[config.mk]
export PLATFORM = sky130hd
export DESIGN_NAME = rtpnack_mod
export DESIGN_NICKNAME = d
export VERILOG_FILES = /design/src/design/rtpnack_mod.sv
export SDC_FILE = /design/constraint.sdc
export NUM_CORES = 1
export LEC_CHECK = 0
export BUFFER_PORTS_ARGS = -buffer_cell sky130_fd_sc_hd__buf_2
export CAP_MARGIN = 20
export CORE_MARGIN = 4
export CORE_UTILIZATION = 30
export DETAILED_ROUTE_END_ITERATION = 8
export SETUP_SLACK_MARGIN = 0.2
export SLEW_MARGIN = 20
export SYNTH_ARGS = -nofsm -noshare
export SYNTH_HDL_FRONTEND = slang
export SYNTH_SLANG_ARGS = --single-unit
export TNS_END_PERCENT = 10
[constraint.sdc]
create_clock -name clock -period 24.4 [get_ports clock]
set_clock_uncertainty 0.05 [all_clocks]
set_input_delay 6.1 -clock clock [delete_from_list [all_inputs] [get_ports clock]]
set_output_delay 6.1 -clock clock [all_outputs]
set_load 0.005 [all_outputs]
[src/design/rtpnack_mod.sv]
// rtpnack_mod: 16-bit by 10-bit remainder unit, four quotient bits per cycle
// standalone; used by rtp_nack_retransmit_cache for slot index
`default_nettype none
module rtpnack_mod (
   input  wire logic        clock,
   input  wire logic        reset,
   input  wire logic        go,
   input  wire logic [15:0] num,
   input  wire logic [9:0]  den,
   output logic             done,
   output logic [9:0]       rem
);

   logic [15:0] num_ff, num_in;
   logic [9:0]  rem_ff, rem_in;
   logic [9:0]  den_ff, den_in;
   logic [1:0]  step_ff, step_in;
   logic        run_ff, run_in;
   logic        done_ff, done_in;
   logic [10:0] r;

   // four restoring steps per cycle
   always_comb begin
      r = {1'b0, rem_ff};
      for (int t = 0; t < 4; t++) begin
         r = {r[9:0], num_ff[15 - t]};
         if (r >= {1'b0, den_ff}) begin
            r = r - {1'b0, den_ff};
         end
      end
      num_in  = num_ff;
      rem_in  = rem_ff;
      den_in  = den_ff;
      step_in = step_ff;
      run_in  = run_ff;
      done_in = 1'b0;
      if (go) begin
         num_in  = num;
         den_in  = den;
         rem_in  = '0;
         step_in = '0;
         run_in  = 1'b1;
      end else if (run_ff) begin
         num_in  = {num_ff[11:0], 4'd0};
         rem_in  = r[9:0];
         step_in = step_ff + 2'd1;
         if (step_ff == 2'd3) begin
            run_in  = 1'b0;
            done_in = 1'b1;
         end
      end
   end

   // control state
   always_ff @(posedge clock) begin
      if (reset) begin
         run_ff  <= 1'b0;
         done_ff <= 1'b0;
         step_ff <= '0;
      end else begin
         run_ff  <= run_in;
         done_ff <= done_in;
         step_ff <= step_in;
      end
   end

   // datapath
   always_ff @(posedge clock) begin
      num_ff <= num_in;
      rem_ff <= rem_in;
      den_ff <= den_in;
   end

   assign done = done_ff;
   assign rem  = rem_ff;

`ifndef SYNTHESIS
   a_done_pulse: assert property (@(posedge clock) disable iff (reset)
      done_ff |=> !done_ff) else $error("remainder done held");
   a_rem_range: assert property (@(posedge clock) disable iff (reset)
      done_ff && den_ff != 10'd0 |-> rem_ff < den_ff) else $error("remainder out of range");
   a_run_done: assert property (@(posedge clock) disable iff (reset)
      done_ff |-> !run_ff) else $error("done while running");
`endif

endmodule
`default_nettype wire

Word-level counts from Yosys, hierarchy flattened. Cells that the tools add are included.

Logic and storage cells: 30. Bits of input ports: 29. Bits in registers: 40. Output and inout port bits: 11.

$add $sub $neg: 5. Multiplexer cells: 10. Equal/unequal tests: 1. Bitwise logic cells: 1. Magnitude comparators: 4. Reduce and logical (&&, ||, !) cells: 3.

Operator list (number): $ge A11 B10 Y1 (4); $mux W10 (4); $sub A10 B10 Y10 (4); $mux W16 (2); $mux W1 (4); $reduce_or A3 Y1 (1); $add A2 B1 Y2 const B (1); $eq A2 B2 Y1 const B (1); $reduce_bool A2 Y1 (1); $reduce_or A2 Y1 (1); $not A1 Y1 (1).

Longest topological paths before layout. Gate-level depths: netlist (run 1).

Depth in word-level cells: 8. Depth in mapped cells: 38. Depth with buffers taken out: 36.

Worst setup path after synthesis (run 1). Ideal clock, no wire load.

Path type: register to register. From: reg den_ff[1]. To: reg rem_ff[2] (netlist: rem[2]). Stages on the path, launching flop included: 36. Setup slack: 15.754 ns. Library setup time: 0.122 ns. Path buffers: 3. Arrival time: 8.474 ns. Cell sequence: edfxtp_1 inv_1 ha_1 nor2b_1 o211ai_1 nand2_1 a211oi_2 buf_2 mux2_2 ha_1 or4_1 o22ai_2 o21ai_1 nor3_2 clkbuf_1 nor2_1 a21o_1 ha_1 nor2b_1 o31a_1 o211ai_1 a21oi_1 or3_4 o22ai_2 mux2_2 ha_1 or2_2 a21oi_1 inv_1 o2111a_1 o21ai_0 o311ai_2 a211oi_4 buf_6 nor2_1 a311o_1.

Longest elaborated chain between the ends: 8. Elaborated cells between the ends (all ways): 12.

Ends and longest elaborated chain: from (decl) (line 16) `logic [9:0] den_ff, den_in;`; from (signal assigned) (line 71) `den_ff <= den_in;`; $sub A10 B10 Y10 / $ge A11 B10 Y1 (equally long branches) (line 28, 27); $mux W10 (line 27) `if (r >= {1'b0, den_ff}) begin`; $sub A10 B10 Y10 / $ge A11 B10 Y1 (equally long branches) (line 28, 27); $mux W10 (line 27); $sub A10 B10 Y10 / $ge A11 B10 Y1 (equally long branches) (line 28, 27); $mux W10 (line 27); $ge A11 B10 Y1 / $sub A10 B10 Y10 (equally long branches) (line 27, 28); $mux W10 * (line 27); to (signal assigned) (line 70) `rem_ff <= rem_in;`; to (decl) (line 15) `logic [9:0] rem_ff, rem_in;`.

Mark *: on every way between the ends. The rest lies on a longest branch, timed or not. A chain may end at the register's enable or synchronous reset.

Worst setup path in the final report (run 1).
From: reg den_ff[1]. To: reg rem_ff[3] (netlist: rem[3]).

Same word-level chain as after synthesis.

==> flow_summary.rst, run 1 <==
.. list-table::
   :header-rows: 1

   * - Metric
     - Value
   * - Number of buffers added for setup after CTS
     - 0
   * - Post-CTS Hold Fix Bufs
     - 0
   * - Worst hold margin
     - 0.4853 ns
   * - Total via count in the routed design
     - 3,260
   * - Synth Cell Area
     - 3862 um2
   * - Worst stage delay on the critical path
     - 0.84 ns
   * - Post-DRT Antenna Nets
     - 0
   * - Total die area
     - 14,750 um2
   * - Yosys synthesis warning count
     - 0
   * - Fin worst setup slack
     - 13.83 ns
   * - Post-synthesis net count
     - 491
   * - Number of violations reported at the end of detailed-routing iteration 0
     - 149
   * - I/O pin count
     - 40
   * - Number of enable-type register cells in the synthesized netlist
     - 26
   * - Clock transition at the register clock pins on the worst setup and hold paths after CTS
     - 0.06 ns
   * - Standard cell core area
     - 12,620 um2
   * - Top library cells by usage in the layout, fill and taps aside
     - sky130_fd_sc_hd__nor2_1 (42), sky130_fd_sc_hd__ha_1 (41), sky130_fd_sc_hd__buf_2 (39), sky130_fd_sc_hd__inv_1 (27), sky130_fd_sc_hd__edfxtp_1 (26)
   * - Per-cell via count in the routed design
     - 5.199
   * - Worst Setup Start Kind
     - flip-flop
   * - Fin nets
     - 528
   * - Reg-to-reg critical path startpoint
     - den_ff[1]
   * - Sequential-to-total area share from yosys stat
     - 27.47%
   * - Worst slack, placed
     - 13.89 ns
   * - Max Root-Sink Buffers
     - 2
   * - Worst path required time
     - 24.48 ns
   * - Layout overhead on the synthesized area
     - 13.80%
   * - Tmin final
     - 10.57 ns
   * - Max Fanout on Critical Path
     - 15
   * - Post-Synthesis Cells
     - 417
   * - Final weighted congestion in routability-driven placement
     - 0.9778
   * - Row cnt
     - 41
   * - Drt total wl
     - 10,600 um
   * - Min-delay worst type
     - reg2reg
   * - Clock tree from TritonCTS
     - done
   * - Number of remaining DRC errors
     - 0
   * - Pin count of the biggest net entering global routing
     - 43
   * - Final worst-path cycle share
     - 43.32%
   * - Number of optimization iterations in the first detailed-route pass
     - 4
   * - Relative slew slack
     - 33.31%
   * - Detailed Place HPWL
     - 8648 um
   * - Slowest-stage cell, CP
     - sky130_fd_sc_hd__a211oi_2
   * - Number of max-slew violations in the final report
     - 0
   * - Number of buffers added by the clock tree synthesis step
     - 5
   * - Register bit count reported by yosys
     - 40
   * - Launch instance of the worst min-delay path
     - step_ff[1]
   * - Average routed wire per standard cell
     - 16.91 um
   * - Number of resized instances in the post-cts repair step
     - 0
   * - H-tree level count
     - 2
   * - Critical path's most frequent cell
     - sky130_fd_sc_hd__ha_1
   * - Count of port buffers added during placement
     - 39
   * - Residual overflow from global routing
     - 0
   * - Cell at the root of the clock tree
     - sky130_fd_sc_hd__clkbuf_16
   * - Total negative setup slack
     - 0 ns
   * - Number of max-cap violations
     - 0
   * - Primary FF master, synth
     - sky130_fd_sc_hd__edfxtp_1
   * - Share of synthesized registers carrying an async set or reset
     - 0%
   * - Final Util
     - 34.83%
   * - Antenna violations before repair
     - 0
   * - Antenna diode count
     - 0
   * - Vias in the first global route
     - 3,386
   * - Crit. End Element
     - flip-flop
   * - Fmax achieved
     - 94.60 MHz
   * - Type of the worst setup path
     - reg2reg
   * - Avg Inst Size Synth
     - 9.262 um2
   * - Clock latency on the worst-skew pair
     - 0.28 ns
   * - Wire length of the first global-routing pass
     - 17,520 um
   * - Setup repair after global routing missed its margin
     - false
   * - Outcome
     - completed
   * - Endpoints failing hold
     - 0
   * - Post-synth cell types
     - 59
   * - Die Span X
     - 121.5 um
   * - Total routing usage reported by global routing
     - 15.08%
   * - Die Y
     - 121.5 um
   * - Critical path origin
     - den_ff[1]
   * - Fraction of final layout cells with drive strength greater than 1
     - 18.68%
   * - Critical path arrival
     - 10.65 ns
   * - Initial Utilization
     - 30.61%
   * - Clock sink total
     - 40
   * - Final Setup Violations
     - 0
   * - Most common cell after layout, fill and taps aside
     - sky130_fd_sc_hd__nor2_1
   * - Worst-Margin Slew
     - 0.9986 ns
## flip-flops by register name, indices dropped and copies added (netlist names)
register  count
den_ff       10
num_ff       16
run_ff        1
rem          10
step_ff       2
done          1
## critical path, delay by kind of cell (launching register included)
kind / cells / cell delay [ns]
flops: 1 / 0.46
mux: 4 / 1.73
compound gates: 15 / 4.14
simple gates: 6 / 2.37
buf+inv: 3 / 0.45
fa+ha+maj: 4 / 1.21
## path summary, 6_finish.rpt
kind,to,slack (ns),depth (start not counted)
max,rem[3],13.83,32
min,step_ff[1],0.49,2
max reg2reg,rem[3],13.83,32
min reg2reg,step_ff[1],0.49,2
## kinds of logic (layout without fill, tap and decap cells)
logic type               count (synthesis)  count (layout)  share of synthesized area [%]
adder cells (fa/ha/maj)                 45              45                          15.35
AND/OR/NAND/NOR                        122             122                          15.65
flip-flops                              40              40                          27.47
buffers and inverters                   36              74                          3.725
multiplexers                            40              40                          11.21
AO/OA/AOI/OAI                          107             107                          20.47
XOR/XNOR                                27              27                          6.122
## final cells by class
class	instances	area, um2
Sequential cell	40	1061
Timing Repair Buffer	39	195.2
Tap cell	172	215.2
Clock buffer	6	150.1
Fill cell	1357	8224
Inverter	27	101.3
Clock inverter	2	15.01
Multi-Input combinational cell	341	2658
## routing by layer
| metal | vias to the layer above | track usage [%] | share of wire, % |
|---|---|---|---|
| met1 | 1532 | 20.60 | 47 |
| met2 | 87 | 24.73 | 46 |
| li1 | 1621 | - | - |
| met4 | 0 | 4.552 | 2.4 |
| met5 | - | 0 | 0 |
| met3 | 20 | 2.051 | 4.8 |
## cells in the mapped netlist, types with 3 or more instances
master / n / area (um2)
sky130_fd_sc_hd__a211oi_2: 3 / 37.54
sky130_fd_sc_hd__o21ai_0: 22 / 110.1
sky130_fd_sc_hd__edfxtp_1: 26 / 780.8
sky130_fd_sc_hd__or2_2: 3 / 18.77
sky130_fd_sc_hd__xnor2_1: 16 / 140.1
sky130_fd_sc_hd__mux2_2: 20 / 225.2
sky130_fd_sc_hd__dfxtp_1: 14 / 280.3
sky130_fd_sc_hd__o211ai_1: 4 / 30.03
sky130_fd_sc_hd__nand4_1: 6 / 37.54
sky130_fd_sc_hd__ha_1: 41 / 513.0
sky130_fd_sc_hd__nand2_1: 18 / 67.56
sky130_fd_sc_hd__o221ai_1: 4 / 35.03
sky130_fd_sc_hd__or3_1: 6 / 37.54
sky130_fd_sc_hd__a21o_1: 8 / 60.06
sky130_fd_sc_hd__nor2_1: 42 / 157.7
sky130_fd_sc_hd__clkbuf_1: 6 / 22.52
sky130_fd_sc_hd__and2_1: 5 / 31.28
sky130_fd_sc_hd__fa_1: 4 / 80.08
sky130_fd_sc_hd__nand3_1: 9 / 45.04
sky130_fd_sc_hd__xor2_1: 11 / 96.34
sky130_fd_sc_hd__inv_1: 27 / 101.4
sky130_fd_sc_hd__o21ai_1: 3 / 15.01
sky130_fd_sc_hd__nor2b_1: 11 / 68.82
sky130_fd_sc_hd__nand2b_1: 3 / 18.77
sky130_fd_sc_hd__a211oi_1: 13 / 97.59
sky130_fd_sc_hd__mux2i_1: 17 / 170.2
sky130_fd_sc_hd__a21oi_1: 19 / 95.09
sky130_fd_sc_hd__nor3_1: 11 / 55.05
sky130_fd_sc_hd__o21a_1: 10 / 75.07
## per-stage QoR
step | cells | cell area [um2]
finish | 627 | 4395
global route | 627 | 4395
CTS | 627 | 4395
detailed placement | 619 | 4230
global placement | 619 | 4230
floorplan | 417 | 3862
Power of run 1 is not shown: default switching activity piles up to over one toggle a cycle in this logic, so the estimate is an artifact.
==> inputs of run 2 (changes only) <==
- ABC_AREA: default -> 1
- clock period: 24.4 -> 10.6 ns (I/O delays scaled with it)
==> run 2 against run 1 <==
Global-route usage decreased by 0.37 points; utilization is essentially flat; fmax is 41% higher; final cell count increased by 24%; flip-flop and latch count stayed put; routed wire length rose by 1.1%; area after synthesis up 2.3%; highest routed layer unchanged.
==> flow_summary.rst, run 2 <==
.. list-table::
   :header-rows: 1

   * - Metric
     - Value
   * - Number of optimization iterations in the first detailed-route pass
     - 4
   * - Fmax achieved
     - 133.5 MHz
   * - Max Fanout on Critical Path
     - 13
   * - I/O pin count
     - 40
   * - Pin count of the biggest net entering global routing
     - 31
   * - Most common cell after layout, fill and taps aside
     - sky130_fd_sc_hd__nand2_1
   * - Worst-Margin Slew
     - 0.8850 ns
   * - Number of flip-flops in the largest register
     - 16
   * - Post-DRT Antenna Nets
     - 0
   * - Number of violations reported at the end of detailed-routing iteration 0
     - 224
   * - Worst path required time
     - 10.72 ns
   * - Fin nets
     - 677
   * - Post-synthesis net count
     - 639
   * - H-tree level count
     - 2
   * - Number of max-cap violations
     - 0
   * - Min-delay worst type
     - reg2reg
   * - Worst stage delay on the critical path
     - 0.48 ns
   * - Endpoints failing hold
     - 0
   * - Share of synthesized registers carrying an async set or reset
     - 0%
   * - Clock latency on the worst-skew pair
     - 0.28 ns
   * - Primary FF master, synth
     - sky130_fd_sc_hd__edfxtp_1
   * - Fin worst setup slack
     - 3.112 ns
   * - Residual overflow from global routing
     - 0
   * - Total routing usage reported by global routing
     - 14.71%
   * - Clock tree from TritonCTS
     - done
   * - Number of remaining DRC errors
     - 0
   * - Number of max-slew violations in the final report
     - 0
   * - Average routed wire per standard cell
     - 13.81 um
   * - Layout overhead on the synthesized area
     - 12.77%
   * - Worst Setup Start Kind
     - flip-flop
   * - Post-CTS Hold Fix Bufs
     - 0
   * - Antenna violations before repair
     - 0
   * - Final worst-path cycle share
     - 70.64%
   * - Most flops, register
     - num_ff
   * - Clock sink total
     - 40
   * - Die Span X
     - 122.7 um
   * - Fraction of final layout cells with drive strength greater than 1
     - 12.09%
   * - Synth Cell Area
     - 3950 um2
   * - Most used standard cells in the synthesized netlist
     - sky130_fd_sc_hd__nand2_1 (196), sky130_fd_sc_hd__inv_1 (92), sky130_fd_sc_hd__ha_1 (41), sky130_fd_sc_hd__a21oi_1 (32), sky130_fd_sc_hd__nand3_1 (31)
   * - Post-synth top area cell
     - sky130_fd_sc_hd__edfxtp_1
   * - Cell at the root of the clock tree
     - sky130_fd_sc_hd__clkbuf_16
   * - Number of buffers added for setup after CTS
     - 0
   * - Synth top area share
     - 19.77%
   * - Outcome
     - completed
   * - Critical path arrival
     - 7.61 ns
   * - Avg Inst Size Synth
     - 6.991 um2
   * - Setup repair after global routing missed its margin
     - false
   * - Wire length of the first global-routing pass
     - 17,400 um
   * - Crit. End Element
     - flip-flop
   * - Post-synth cell types
     - 43
   * - Clock transition at the register clock pins on the worst setup and hold paths after CTS
     - 0.06 ns
   * - Number of resized instances in the post-cts repair step
     - 0
   * - Register bit count reported by yosys
     - 40
   * - Max Root-Sink Buffers
     - 2
   * - Standard cell core area
     - 12,770 um2
   * - Top library cells by usage in the layout, fill and taps aside
     - sky130_fd_sc_hd__nand2_1 (196), sky130_fd_sc_hd__inv_1 (92), sky130_fd_sc_hd__ha_1 (41), sky130_fd_sc_hd__buf_2 (39), sky130_fd_sc_hd__a21oi_1 (32)
   * - Row cnt
     - 41
   * - Slowest-stage cell, CP
     - sky130_fd_sc_hd__edfxtp_1
   * - Flip-flop and latch area
     - 1061 um2
   * - Final Setup Violations
     - 0
   * - Total die area
     - 15,070 um2
   * - Vias in the first global route
     - 3,556
   * - Detailed Place HPWL
     - 8813 um
   * - Type of the worst setup path
     - reg2reg
   * - Die Y
     - 122.7 um
   * - Count of port buffers added during placement
     - 39
   * - Antenna diode count
     - 0
   * - Number of buffers added by the clock tree synthesis step
     - 5
   * - Total negative setup slack
     - 0 ns
   * - Sequential-to-total area share from yosys stat
     - 26.86%
   * - Yosys synthesis warning count
     - 0
   * - Count leader, synth
     - sky130_fd_sc_hd__nand2_1
   * - Area occupied by multi-input gates
     - 2479 um2
   * - Critical path's most frequent cell
     - sky130_fd_sc_hd__nand2_1
   * - Post-Synthesis Cells
     - 565
   * - Relative slew slack
     - 40.78%
   * - Tmin final
     - 7.488 ns
   * - Total via count in the routed design
     - 3,566
   * - Worst slack, placed
     - 3.136 ns
   * - Initial Utilization
     - 30.92%
   * - Final Util
     - 34.87%
   * - Final weighted congestion in routability-driven placement
     - 0.9342
   * - Fill cell total of the finished layout
     - 1,364
   * - Largest cells by area after synthesis
     - sky130_fd_sc_hd__edfxtp_1 (20%), sky130_fd_sc_hd__nand2_1 (19%), sky130_fd_sc_hd__ha_1 (13%), sky130_fd_sc_hd__inv_1 (8.7%), sky130_fd_sc_hd__dfxtp_1 (7.1%)
   * - Drt total wl
     - 10,720 um
   * - Number of enable-type register cells in the synthesized netlist
     - 26
   * - Per-cell via count in the routed design
     - 4.595
run 2: worst max-delay path: cells and delay by family, from the launching register on:
kind | cells | cell delay [ns]
DFF | 1 | 0.48
AOI/OAI and AO/OA | 10 | 1.86
and+or+nand+nor | 28 | 3.03
adders and majority gates | 4 | 1.32
buffers and inverters | 5 | 0.65
run 2: metal layers:
layer  GRT usage, %  wire, um  part of all wire [%]
met5              0         0                     0
met4          3.289       156                   1.5
met3          2.488       658                   6.1
met2          23.98      4857                    45
met1          20.39      5045                    47
run 2: cell families after synthesis:
logic type                 after synthesis  share of synthesized area [%]
DFF                                     40                          26.86
AOI/OAI and AO/OA                       63                          8.964
adders and majority gates               45                          15.01
xor gates and xnor gates                31                          6.874
and+or+nand+nor                        281                          31.90
buffers and inverters                  105                          10.39
run 2: cell type report:
| class | count | area share (%) |
|---|---|---|
| clock buffers | 6 | 2.893 |
| well taps | 172 | 4.831 |
| clock inverters | 2 | 0.2528 |
| multi-input cells | 420 | 55.65 |
| inverters | 97 | 8.174 |
| flip-flops and latches | 40 | 23.82 |
| repair buffers | 39 | 4.382 |
run 2: per-stage QoR:
stage                     hold slack (ns)  instance area (um2)  instances
after floorplan                    0.4164                 3950        565
after global placement             0.4374                 4314        768
after detailed placement           0.4496                 4314        768
after CTS                          0.4645                 4454        776
after global routing               0.4932                 4454        776
final                              0.4621                 4454        776
run 2: final timing paths:
kind | from | to | slack [ns] | depth (start not counted)
worst min register to register | run_ff | step_ff[1] | 0.46 | 1
worst min-delay path | run_ff | step_ff[1] | 0.46 | 1
worst max-delay path | den_ff[1] | rem[6] | 3.11 | 47
worst max register to register | den_ff[1] | rem[6] | 3.11 | 47
Power of run 2 is left out for the same reason.
==> inputs of run 3 (changes only) <==
- clock period: 10.6 -> 7.6 ns (I/O delays scaled with it)
==> run 3 against run 2 <==
Global-route usage is 0.12 points higher; largest cell class unchanged; non-clock buffer count grew 8; utilization rose by 1.0 points; hold slack barely moved.
==> flow_summary.rst, run 3 (same netlist as run 2, synthesis figures left out) <==
.. list-table::
   :header-rows: 1

   * - Metric
     - Value
   * - Most flops, register
     - num_ff
   * - Number of flip-flops in the largest register
     - 16
   * - Relative slew slack
     - 45.82%
   * - Worst stage delay on the critical path
     - 0.42 ns
   * - Outcome
     - completed
   * - Row cnt
     - 41
   * - Number of violations reported at the end of detailed-routing iteration 0
     - 210
   * - Wire length of the first global-routing pass
     - 17,500 um
   * - Worst Hold Path Cells
     - 2
   * - Worst Setup Start Kind
     - flip-flop
   * - Detailed Place HPWL
     - 8960 um
   * - Tmin final
     - 7.024 ns
   * - Fin nets
     - 686
   * - Slowest-stage cell, CP
     - sky130_fd_sc_hd__fa_1
   * - Final weighted congestion in routability-driven placement
     - 0.9262
   * - Buffering stage count on the worst path with inverters included
     - 7
   * - Top Family by Delay on Critical Path
     - compound AO/OA/AOI/OAI gates
   * - Clock transition at the register clock pins on the worst setup and hold paths after CTS
     - 0.06 ns
   * - Type of the worst setup path
     - reg2reg
   * - Pin count of the biggest net entering global routing
     - 31
   * - Number of standard cells in the layout, taps in and fillers out
     - 785
   * - Number of optimization iterations in the first detailed-route pass
     - 5
   * - Clock latency on the worst-skew pair
     - 0.28 ns
   * - Die Span X
     - 122.7 um
   * - Total negative setup slack
     - 0 ns
   * - Worst reg2reg setup slack
     - 0.58 ns
   * - Final Setup Violations
     - 0
   * - Top library cells by usage in the layout, fill and taps aside
     - sky130_fd_sc_hd__nand2_1 (196), sky130_fd_sc_hd__inv_1 (87), sky130_fd_sc_hd__buf_2 (39), sky130_fd_sc_hd__ha_1 (38)
   * - Cell at the root of the clock tree
     - sky130_fd_sc_hd__clkbuf_16
   * - Layout overhead on the synthesized area
     - 16.12%
   * - Critical path arrival
     - 7.15 ns
   * - Post-DRT Antenna Nets
     - 0
   * - Per-cell via count in the routed design
     - 4.692
   * - I/O pin count
     - 40
   * - Average routed wire per standard cell
     - 14.04 um
   * - Cell total after placement
     - 774
   * - Antenna violations before repair
     - 0
   * - Launch instance of the worst min-delay path
     - num_ff[11]
   * - Number of max-slew violations in the final report
     - 0
   * - Antenna diode count
     - 0
   * - Number of remaining DRC errors
     - 0
   * - Final worst-path cycle share
     - 92.42%
   * - Max Fanout on Critical Path
     - 13
   * - Fmax achieved
     - 142.4 MHz
   * - Total via count in the routed design
     - 3,683
   * - Worst-Margin Slew
     - 0.8097 ns
   * - Die Y
     - 122.7 um
   * - Reg-to-reg critical path startpoint
     - num_ff[15]
   * - Max Root-Sink Buffers
     - 2
   * - Vias in the first global route
     - 3,486
   * - Most common cell after layout, fill and taps aside
     - sky130_fd_sc_hd__nand2_1
   * - Endpoints failing hold
     - 0
   * - Clock tree from TritonCTS
     - done
   * - Worst path required time
     - 7.72 ns
   * - Residual overflow from global routing
     - 0
   * - Setup repair after global routing missed its margin
     - false
   * - Standard cell core area
     - 12,770 um2
   * - Clock sink total
     - 40
   * - Initial Utilization
     - 30.92%
   * - Total routing usage reported by global routing
     - 14.83%
   * - Crit. End Element
     - flip-flop
   * - Drt total wl
     - 11,030 um
   * - Capturing point of the worst reg2reg path
     - rem[4]
   * - Number of max-cap violations
     - 0
   * - Fraction of final layout cells with drive strength greater than 1
     - 15.50%
   * - Number of buffers added by the clock tree synthesis step
     - 5
   * - Worst Hold Endpoint
     - num_ff[15]
   * - Total die area
     - 15,070 um2
   * - Min-delay worst type
     - reg2reg
   * - Cell depth of the worst flop-to-flop path
     - 44
   * - H-tree level count
     - 2
   * - Critical path's most frequent cell
     - sky130_fd_sc_hd__nand2_1
   * - Count of port buffers added during placement
     - 39
==> run 3: stage by stage <==
step / utilization, % / hold WS, ns / area (um2) / setup slack, ns
after floorplan: - / 0.4164 / 3950 / 1.041
after global placement: 34.13 / 0.4395 / 4359 / 0.2991
after detailed placement: 34.13 / 0.4516 / 4359 / 0.1954
after CTS: 35.40 / 0.4650 / 4522 / 0.2591
after global routing: 35.91 / 0.4807 / 4587 / 0.1769
final: 35.91 / 0.4625 / 4587 / 0.5763
==> run 3: per-layer routing <==
layer | GRT usage, % | vias up | routed length (um)
met5 | 0 | - | 0
met4 | 2.869 | 0 | 180
met3 | 2.857 | 12 | 784
met2 | 23.88 | 120 | 4874
met1 | 20.79 | 1662 | 5186
li1 | - | 1889 | -
==> run 3: area by class of cell <==
class | count | area, um2
sequential | 40 | 1061
timing repair buffer | 47 | 255.2
fill | 1349 | 8187
clock buffer | 7 | 153.9
clock inverter | 1 | 5.005
tap | 172 | 215.2
multi-input combinational | 421 | 2530
inverter | 97 | 366.6
==> run 3: repair_timing <==
item                       4_1_cts  5_1_grt
gates resized for setup          1       15
buffers inserted                 0        2
gates cloned                     0        1
pin swaps                        0        5
hold buffers                     0        0
setup endpoints to repair        9       10
==> run 3: worst max path at each step <==
stage,end,startpoint,cells after the start,slack (ns)
2_1_floorplan,rem[1],den_ff[1],49,1.04
3_3_place_gp,rem[6],den_ff[8],48,0.30
4_1_cts,rem[6],den_ff[8],48,0.26
5_1_grt,rem[5],num_ff[15],44,0.18
3_5_place_dp,rem[6],den_ff[8],48,0.20
6_report,rem[4],num_ff[15],44,0.58
==> run 3: worst register-to-register path, delay by kind of cell (launching register included) <==
kind | cells | cell delay, ns
compound gates | 12 | 2.15
simple gates | 19 | 1.97
fa+ha+maj | 5 | 1.60
buf+inv | 7 | 0.64
flops | 1 | 0.36
xor+xnor | 1 | 0.19
Power of run 3 is left out for the same reason.
